File: src/lag_pkg.sv
`default_nettype none
package lag_pkg;

  localparam int MAX_WIDTH  = 64;
  localparam int MAX_HEIGHT = 64;

  localparam int ROW_W  = MAX_WIDTH;
  localparam int PAD_W  = ROW_W + 2;
  localparam int PAD_AW = $clog2(PAD_W);
  localparam int HEAD_W = $clog2(MAX_HEIGHT);

  localparam int CFG_W   = 7;
  localparam int COUNT_W = 4;

  // B3/S23
  localparam logic [COUNT_W-1:0] SURVIVE_LOW = COUNT_W'(2);
  localparam logic [COUNT_W-1:0] BIRTH_COUNT = COUNT_W'(3);

  localparam logic [1:0] OP_TOGGLE  = 2'd0;
  localparam logic [1:0] OP_READ    = 2'd1;
  localparam logic [1:0] OP_ADVANCE = 2'd2;
  localparam logic [1:0] OP_NONE    = 2'd3;

  localparam logic CFG_GRID_WIDTH  = 1'b0;
  localparam logic CFG_GRID_HEIGHT = 1'b1;

  typedef enum logic [1:0] {
    ST_IDLE,
    ST_SEEK,
    ST_ADVANCE
  } lag_state_t;

  typedef struct packed {
    logic [1:0] opcode;
    logic [5:0] cell_x;
    logic [5:0] cell_y;
  } lag_item_t;

  typedef struct packed {
    logic               cell_alive;
    logic [COUNT_W-1:0] neighbor_count;
    logic               out_of_range;
  } lag_result_t;

  // Live neighbors of the middle bit of a 3x3 window.
  function automatic logic [COUNT_W-1:0] lag_count(input logic [2:0] above,
                                                   input logic [2:0] cur,
                                                   input logic [2:0] below);
    logic [COUNT_W-1:0] sum;
    sum = COUNT_W'(above[0]) + COUNT_W'(above[1]) + COUNT_W'(above[2])
        + COUNT_W'(cur[0]) + COUNT_W'(cur[2])
        + COUNT_W'(below[0]) + COUNT_W'(below[1]) + COUNT_W'(below[2]);
    return sum;
  endfunction

  function automatic logic lag_alive_next(input logic [2:0] above,
                                          input logic [2:0] cur,
                                          input logic [2:0] below);
    logic [COUNT_W-1:0] n;
    n = lag_count(above, cur, below);
    if (cur[1]) begin
      return (n == SURVIVE_LOW) || (n == BIRTH_COUNT);
    end
    return n == BIRTH_COUNT;
  endfunction

endpackage
`default_nettype wire

File: src/lag_rule.sv
`default_nettype none
module lag_rule
  import lag_pkg::*;
(
  input  wire logic [ROW_W-1:0] above,
  input  wire logic [ROW_W-1:0] cur,
  input  wire logic [ROW_W-1:0] below,
  input  wire logic [ROW_W-1:0] col_mask,
  output logic      [ROW_W-1:0] next_row
);

  logic [PAD_W-1:0] pad_above;
  logic [PAD_W-1:0] pad_cur;
  logic [PAD_W-1:0] pad_below;

  // pad with dead columns so the edges need no special lanes
  assign pad_above = {1'b0, above, 1'b0};
  assign pad_cur   = {1'b0, cur, 1'b0};
  assign pad_below = {1'b0, below, 1'b0};

  for (genvar i = 0; i < ROW_W; i++) begin : g_lane
    assign next_row[i] = col_mask[i] &
                         lag_alive_next(pad_above[i +: 3], pad_cur[i +: 3], pad_below[i +: 3]);
  end

endmodule
`default_nettype wire

File: config.mk
export PLATFORM = sky130hd
export DESIGN_NAME = lag_rule
export DESIGN_NICKNAME = d
export VERILOG_FILES = /design/src/lag_pkg.sv /design/src/lag_rule.sv
export SDC_FILE = /design/constraint.sdc
export NUM_CORES = 1
export LEC_CHECK = 0
export BUFFER_PORTS_ARGS = -buffer_cell sky130_fd_sc_hd__buf_2
export CORE_MARGIN = 2
export CORE_UTILIZATION = 56
export DETAILED_ROUTE_END_ITERATION = 7
export GPL_TIMING_DRIVEN = 0
export PLACE_DENSITY = 0.95
export SLEW_MARGIN = 20
export SYNTH_ARGS = -nofsm -noshare
export SYNTH_HDL_FRONTEND = slang
export SYNTH_SLANG_ARGS = --single-unit
File: constraint.sdc
create_clock -name vclk -period 5.5
set_input_delay 1.1 -clock vclk [all_inputs]
set_output_delay 1.1 -clock vclk [all_outputs]
set_load 0.01 [all_outputs]
==> results.tsv <==
metric	value	unit
status	finished clean	
critical path class	primary input to primary output	
Yosys cell types	17	
clock share of power	0	
seq_cells	0	
post-synth top area cell	fa_1	
CP Data Required Time	4.40	ns
ANT nets after route	0	
synthesized instance count	1197	
Int Power	1.008	mW
worst slew pin tran	0.3141	ns
Final #Nets	2215	
setup TNS after final layout	0	ns
Post-Syn Area	0.01088	sq mm
sequential area share after synthesis	0	
minimum clock period	5.280	ns
DRT Wirelength	28150	um
overall global routing resource usage	0.2838	
ranking of synthesized cells by area	fa_1 46%, ha_1 22%, inv_1 15%, a21oi_1 5.5%, o211ai_1 4.1%	
crit path launch type	primary input	
Sw Pwr	1.247	mW
Worst Hold Launch	col_mask[63]	
Critical Path Sink Type	primary output	
placed inst area	0.01281	sq mm
Buffers on Ports	320	
Final Setup Violations	0	
design area	0.01282	sq mm
most numerous cell in the Yosys netlist	inv_1	
antenna violations before repair	9	
CP startpoint	above[42]	
fmax	189.4	MHz
number of global-route vias before repair	10820	
sequential fraction of design power	0	
top cell type's share of synthesized area	0.4636	
clock buffer count	0	
switching share of power	0.5529	
IO Pins	320	
Via Count	9283	
Filler cells	1331	
DP HPWL	27020	um
DR vias/cell	5.209	
gpl congestion	0.8956	
Die Ht	143.4	um
initial DRC count	265	
RSZ-0062 raised after global routing	false	
YS warnings	0	
die area	0.02057	sq mm
FF/Latch Area	0	sq um
endpoint of the worst hold path	next_row[63]	
Max FO, Critical Path	2	
peak supply drop	0.1264	mV
part of the cycle the worst path needs	0.9599	
Logic pwr share	1.000	
MaxCap Viol Count	0	
hold-fix buffers at CTS	0	
Syn Nets	1893	
pins over their slew limit	0	
post-route DRC violation count	0	
core box area	0.01889	sq mm
Arr. time, crit path	4.18	ns
Routed WL per cell	15.80	um
Final Hold Fails	0	
synthesis-to-layout area growth	17.82	%
first-pass GRT wire length	47220	um
Die Width	143.4	um
Hold Crit Class	primary input to primary output	
Post-CTS Setup Repair Bufs	0	
Mean Syn Cell Area	9.092	sq um
Overflow after GRT	0	
synth cell count leaders	443 x inv_1, 252 x fa_1, 188 x ha_1, 120 x a21oi_1, 60 x o211ai_1	
largest net degree at the start of global routing	4	
Slew headroom	0.7906	
WHS Path Cells	4	
number of detailed-route iterations in the first pass	4	
std cell rows	50	
leakage power	7.468	nW
fraction of layout cells with a size suffix above 1	0.2123	
Post-CTS Resized	0	
Initial Utilization	0.5760	
Power Dens Cells	175.9	mW/mm^2
## power groups by stage
| stage | sequential, mW | combinational [mW] | clock, mW |
|---|---|---|---|
| after floorplan | 0 | 1.54 | 0 |
| after global placement | 0 | 2.01 | 0 |
| after detailed placement | 0 | 2.24 | 0 |
| after CTS | 0 | 2.26 | 0 |
| after global routing | 0 | 2.61 | 0.0000000486 |
| final | 0 | 2.26 | 0.000000122 |
## critical path, stage by stage
cell and delay [ns]:
buf_2 0.10, inv_1 0.11, fa_1 0.58, fa_1 0.43
fa_1 0.49, inv_1 0.04, ha_1 0.21, fa_1 0.42
or2_1 0.22, a21oi_1 0.27, buf_2 0.20
## cell families after synthesis
kind of cell | after synthesis | synth area share
buffers and inverters | 443 | 0.1528
AOI/OAI and AO/OA | 185 | 0.1008
adders and majority gates | 440 | 0.6797
and+or+nand+nor | 129 | 0.06668
## per-layer routing
layer | vias to the layer above | part of all wire | track usage
met5 | - | 0.0016 | 0
li1 | 4316 | - | -
met2 | 404 | 0.53 | 0.5499
met4 | 8 | 0.040 | 0.1001
met1 | 4442 | 0.33 | 0.2887
met3 | 113 | 0.096 | 0.07897
## layout make-up
class              instances  area [sq um]  area share
well taps                260         325.3     0.02537
diodes                     5         12.51   0.0009758
repair buffers           320          1602      0.1249
inverters                443          1663      0.1297
multi-input cells        754          9220      0.7191
## worst max-delay path by stage
stage / depth (start not counted) / to / slack, ns
4_1_cts: 11 / next_row[9] / 0.28
5_1_grt: 11 / next_row[43] / 0.03
6_report: 11 / next_row[43] / 0.22
3_5_place_dp: 11 / next_row[25] / 0.29
2_1_floorplan: 9 / next_row[4] / 0.74
3_3_place_gp: 11 / next_row[9] / 0.34
## placed cells by master (no fill, tap or decap)
master,synthesis,layout
nor2b_2,1,1
a2111oi_2,1,1
nand3b_1,2,2
o2111ai_1,2,2
nand2b_1,3,3
nand2_1,3,3
inv_1,443,443
ha_1,188,188
or2_1,36,36
diode_2,0,5
o211ai_1,60,60
nand3_1,59,59
fa_1,252,252
or2_0,23,23
nor2_1,2,2
a21oi_1,120,120
a211oi_1,1,1
buf_2,0,320
a31oi_1,1,1
## through the flow
stage                       util  power (mW)  hold slack, ns  cells  setup WS (ns)
after floorplan                -       1.544           2.298   1197         0.7369
after global placement    0.6780       2.009           2.517   1777         0.3377
after detailed placement  0.6780       2.238           2.522   1777         0.2880
after CTS                 0.6780       2.261           2.523   1777         0.2818
after global routing      0.6783       2.606           2.546   1779        0.03265
final                     0.6787       2.255           2.524   1782         0.2204
Power figures use the tool's default switching activity.
