<file path="config.mk">
export PLATFORM = sky130hd
export DESIGN_NAME = lag_cell
export DESIGN_NICKNAME = d
export VERILOG_FILES = /design/src/lag_pkg.sv /design/src/lag_cell.sv
export SDC_FILE = /design/constraint.sdc
export NUM_CORES = 1
export LEC_CHECK = 0
export BUFFER_PORTS_ARGS = -buffer_cell sky130_fd_sc_hd__buf_2
export CORE_MARGIN = 2
export CORE_UTILIZATION = 45
export CTS_BUF_LIST = sky130_fd_sc_hd__clkbuf_8
export CTS_CLUSTER_DIAMETER = 40
export DETAILED_ROUTE_END_ITERATION = 7
export PLACE_DENSITY = 0.84
export RECOVER_POWER = 25
export SYNTH_ARGS = -nofsm -noshare
export SYNTH_HDL_FRONTEND = slang
export SYNTH_SLANG_ARGS = --single-unit
</file>
<file path="constraint.sdc">
create_clock -name clk -period 2.53 [get_ports clk]
set_input_delay 0.1265 -clock clk [delete_from_list [all_inputs] [get_ports clk]]
set_output_delay 0.1265 -clock clk [all_outputs]
set_load 0.01 [all_outputs]
</file>
<file path="src/lag_pkg.sv">
`default_nettype none
package lag_pkg;

  localparam int MAX_WIDTH  = 64;
  localparam int MAX_HEIGHT = 64;

  localparam int ROW_W  = MAX_WIDTH;
  localparam int PAD_W  = ROW_W + 2;
  localparam int PAD_AW = $clog2(PAD_W);
  localparam int HEAD_W = $clog2(MAX_HEIGHT);

  localparam int CFG_W   = 7;
  localparam int COUNT_W = 4;

  // B3/S23
  localparam logic [COUNT_W-1:0] SURVIVE_LOW = COUNT_W'(2);
  localparam logic [COUNT_W-1:0] BIRTH_COUNT = COUNT_W'(3);

  localparam logic [1:0] OP_TOGGLE  = 2'd0;
  localparam logic [1:0] OP_READ    = 2'd1;
  localparam logic [1:0] OP_ADVANCE = 2'd2;
  localparam logic [1:0] OP_NONE    = 2'd3;

  localparam logic CFG_GRID_WIDTH  = 1'b0;
  localparam logic CFG_GRID_HEIGHT = 1'b1;

  typedef enum logic [1:0] {
    ST_IDLE,
    ST_SEEK,
    ST_ADVANCE
  } lag_state_t;

  typedef struct packed {
    logic [1:0] opcode;
    logic [5:0] cell_x;
    logic [5:0] cell_y;
  } lag_item_t;

  typedef struct packed {
    logic               cell_alive;
    logic [COUNT_W-1:0] neighbor_count;
    logic               out_of_range;
  } lag_result_t;

  // Live neighbors of the middle bit of a 3x3 window.
  function automatic logic [COUNT_W-1:0] lag_count(input logic [2:0] above,
                                                   input logic [2:0] cur,
                                                   input logic [2:0] below);
    logic [COUNT_W-1:0] sum;
    sum = COUNT_W'(above[0]) + COUNT_W'(above[1]) + COUNT_W'(above[2])
        + COUNT_W'(cur[0]) + COUNT_W'(cur[2])
        + COUNT_W'(below[0]) + COUNT_W'(below[1]) + COUNT_W'(below[2]);
    return sum;
  endfunction

  function automatic logic lag_alive_next(input logic [2:0] above,
                                          input logic [2:0] cur,
                                          input logic [2:0] below);
    logic [COUNT_W-1:0] n;
    n = lag_count(above, cur, below);
    if (cur[1]) begin
      return (n == SURVIVE_LOW) || (n == BIRTH_COUNT);
    end
    return n == BIRTH_COUNT;
  endfunction

endpackage
`default_nettype wire

</file>
<file path="src/lag_cell.sv">
`default_nettype none
module lag_cell
  import lag_pkg::*;
(
  input  wire logic             clk,
  input  wire logic             rst,
  input  wire logic             shift,
  input  wire logic [ROW_W-1:0] shift_in,
  input  wire logic             load,
  input  wire logic [ROW_W-1:0] load_data,
  output logic      [ROW_W-1:0] row
);

  always_ff @(posedge clk) begin
    if (rst) begin
      row <= '0;
    end else if (load) begin
      row <= load_data;
    end else if (shift) begin
      row <= shift_in;
    end
  end

endmodule
`default_nettype wire

</file>
==> results.sh <==
export IMPL_dpl_hpwl_um=5720
export IMPL_initial_core_util_pct=47.2
export IMPL_clk_latency_ps=320
export IMPL_maxSlewViolCount=0
export IMPL_cts_buffers=9
export IMPL_synth_top_family_by_area="multiplexers"
export IMPL_path_class="primary input to register"
export IMPL_synth_seq_cells=64
export IMPL_top_register="row"
export IMPL_outcome="completed"
export IMPL_die_area_um2=7440
export IMPL_rows=29
export IMPL_leakagePower_nw=1.97
export IMPL_synthesis_nets=416
export IMPL_hp_class="primary input to register"
export IMPL_crit_path_end_kind="register"
export IMPL_grt_max_degree=65
export IMPL_critPathLaunchType="primary input"
export IMPL_drt_pass1_iter_count=4
export IMPL_synth_simple_gate_area_share_pct=13.1
export IMPL_avgViaCountPerCell=5.20
export IMPL_ios=196
export IMPL_area_delta_synth_final_pct=35.0
export IMPL_p_clk_share_pct=35.7
export IMPL_finalCriticalPeriod_ps=1140
export IMPL_largest_reg_flops=64
export IMPL_clk_pin_slew_ps=70
export IMPL_synthDistinctLibCells=10
export IMPL_ctsResizeCount=0
export IMPL_grt_pass1_wl_um=12400
export IMPL_drt_iter0_drc=74
export IMPL_grt_ovfl_total=0
export IMPL_io_buffers=195
export IMPL_drt_drc_violations_left=0
export IMPL_p_int_mw=1.81
export IMPL_core_region_area_um2=6460
export IMPL_cts_hold_buf=0
export IMPL_tritoncts="done"
export IMPL_synth_cells=284
export IMPL_antenna_found_initial=0
export IMPL_synth_mux_area_share_pct=21.0
export IMPL_reg2reg_from="row[15]"
export IMPL_fp_dieW_um=86.3
export IMPL_yosys_warnings=0
export IMPL_synth_fa_ha_area_share_pct=0
export IMPL_power_frac_comb_pct=18.4
export IMPL_setup_violations_final=0
export IMPL_avgRoutedWirePerCell_um=14.9
export IMPL_p_seq_share_pct=45.9
export IMPL_place_area_um2=3950
export IMPL_synth_avg_cell_area_um2=10.7
export IMPL_holdPathEnd="row[4]"
export IMPL_grt_pass1_vias=2745
export IMPL_drive_gt1_share_pct=39.5
export IMPL_synth_xor_area_share_pct=0
export IMPL_die_h_um=86.3
export IMPL_tightest_slew_ps=1150
export IMPL_worstHoldStart="load_data[4]"
export IMPL_critPathRequiredTime_ps=2670
export IMPL_drv_cap=0
export IMPL_root_buffer="clkbuf_8"
export IMPL_p_switching_mw=0.641
export IMPL_netlist_area_um2=3050
export IMPL_fmax_mhz=875
export IMPL_dr_total_vias=2848
export IMPL_routabilityCongestion=0.739
export IMPL_cts_sinks=64
export IMPL_peakVddDrop_mv=0.260
export IMPL_drt_wl_total_um=8160
export IMPL_power_share_switching_pct=26.1
export IMPL_finalHoldViolCount=0
export IMPL_insertedDiodeCount=0
export IMPL_rsz0062_at_grt="false"
export IMPL_track_usage_pct=21.0
export IMPL_cp_arrival_ps=1280
export IMPL_clockBufferDepth=2
export IMPL_reg_top3="row x64"
export IMPL_power_density_nw_per_um2=596
export IMPL_rrSetupSlack_ps=1740
export IMPL_layout_worst_path_cycle_share_pct=45.2
export IMPL_synth_compound_area_share_pct=16.6
export IMPL_regToRegEndpoint="row[15]"
export IMPL_holdPathStages=3
export IMPL_slew_headroom_pct=23.3
export IMPL_design_area_um2=4110
export IMPL_htree_levels=3
export IMPL_seq_area_frac_synth_pct=42.1
export IMPL_setup_tns_ps=0
export IMPL_instances_no_fill=548
export IMPL_postRouteAntennaNets=0
export IMPL_dp_cells=532
export IMPL_r2r_cells=2
export IMPL_crit_fanout=64
export IMPL_cts_setup_buffers=0
export IMPL_finClkSkew_ps=0
export IMPL_final_nets=598
[synthesized netlist by cell type (all sizes together)]
cell | number | area [um2]
nor2b | 64 | 400
mux2i | 64 | 641
clkbuf | 17 | 63.8
buf | 10 | 150
a211oi | 64 | 505
inv | 1 | 3.75
dfxtp | 64 | 1280
[power groups by stage]
stage	sequential [mW]	clock, mW	combinational [mW]
3_5_place_dp	1.14	0	0.465
2_1_floorplan	1.18	0	0.230
4_1_cts	1.12	0.898	0.466
3_3_place_gp	1.14	0	0.452
6_report	1.12	0.876	0.451
5_1_grt	1.13	0.943	0.493
[critical path: stages]
cell,delay [ps]
buf_2,110
inv_2,790
a211oi_1,200
[cell type report]
class                      count  area [um2]
clock buffer                  11         151
tap                           77        96.3
inverter                       1        3.75
fill                         578        2350
timing repair buffer         198         986
multi-input combinational    192        1550
clock inverter                 5        47.5
sequential                    64        1280
[per-stage QoR]
| stage | worst slack [ps] | hold slack [ps] | power [mW] | utilization (%) |
|---|---|---|---|---|
| after floorplan | 1620 | 317 | 1.41 | - |
| after global placement | 1130 | 421 | 1.59 | 61.2 |
| after detailed placement | 1060 | 433 | 1.61 | 61.2 |
| after CTS | 1420 | 73.4 | 2.49 | 64.3 |
| after global routing | 1310 | 77.0 | 2.57 | 63.7 |
| final | 1390 | 80.4 | 2.45 | 63.7 |
[cells by family after synthesis]
family | Yosys count
muxes | 64
and+or+nand+nor | 64
AOI/OAI and AO/OA | 64
buffers and inverters | 28
DFF | 64
[per-layer routing]
layer | vias to the layer above | part of all wire (%) | global-route usage, %
met5 | - | 0 | 0
met4 | 0 | 2.0 | 8.66
met3 | 16 | 7.6 | 5.62
met2 | 133 | 49 | 37.3
met1 | 1306 | 41 | 23.8
li1 | 1393 | - | -
[how the worst max path moves through the flow]
stage | from | cells after the start | slack [ps] | end
after floorplan | load | 4 | 1620 | row[52]
after global placement | shift | 4 | 1130 | row[24]
after detailed placement | load | 3 | 1060 | row[15]
after CTS | load | 3 | 1420 | row[33]
after global routing | load | 3 | 1310 | row[33]
final | load | 3 | 1390 | row[33]
[layout by cell type, fill, tap and decap left out, drive strengths merged]
cell type | netlist | final
buf | 10 | 166
mux2i | 64 | 64
nor2b | 64 | 64
dfxtp | 64 | 64
a211oi | 64 | 64
clkbuf | 17 | 43
inv | 1 | 3
clkinv | 0 | 2
bufinv | 0 | 1
(Power assumes the default switching activity.)
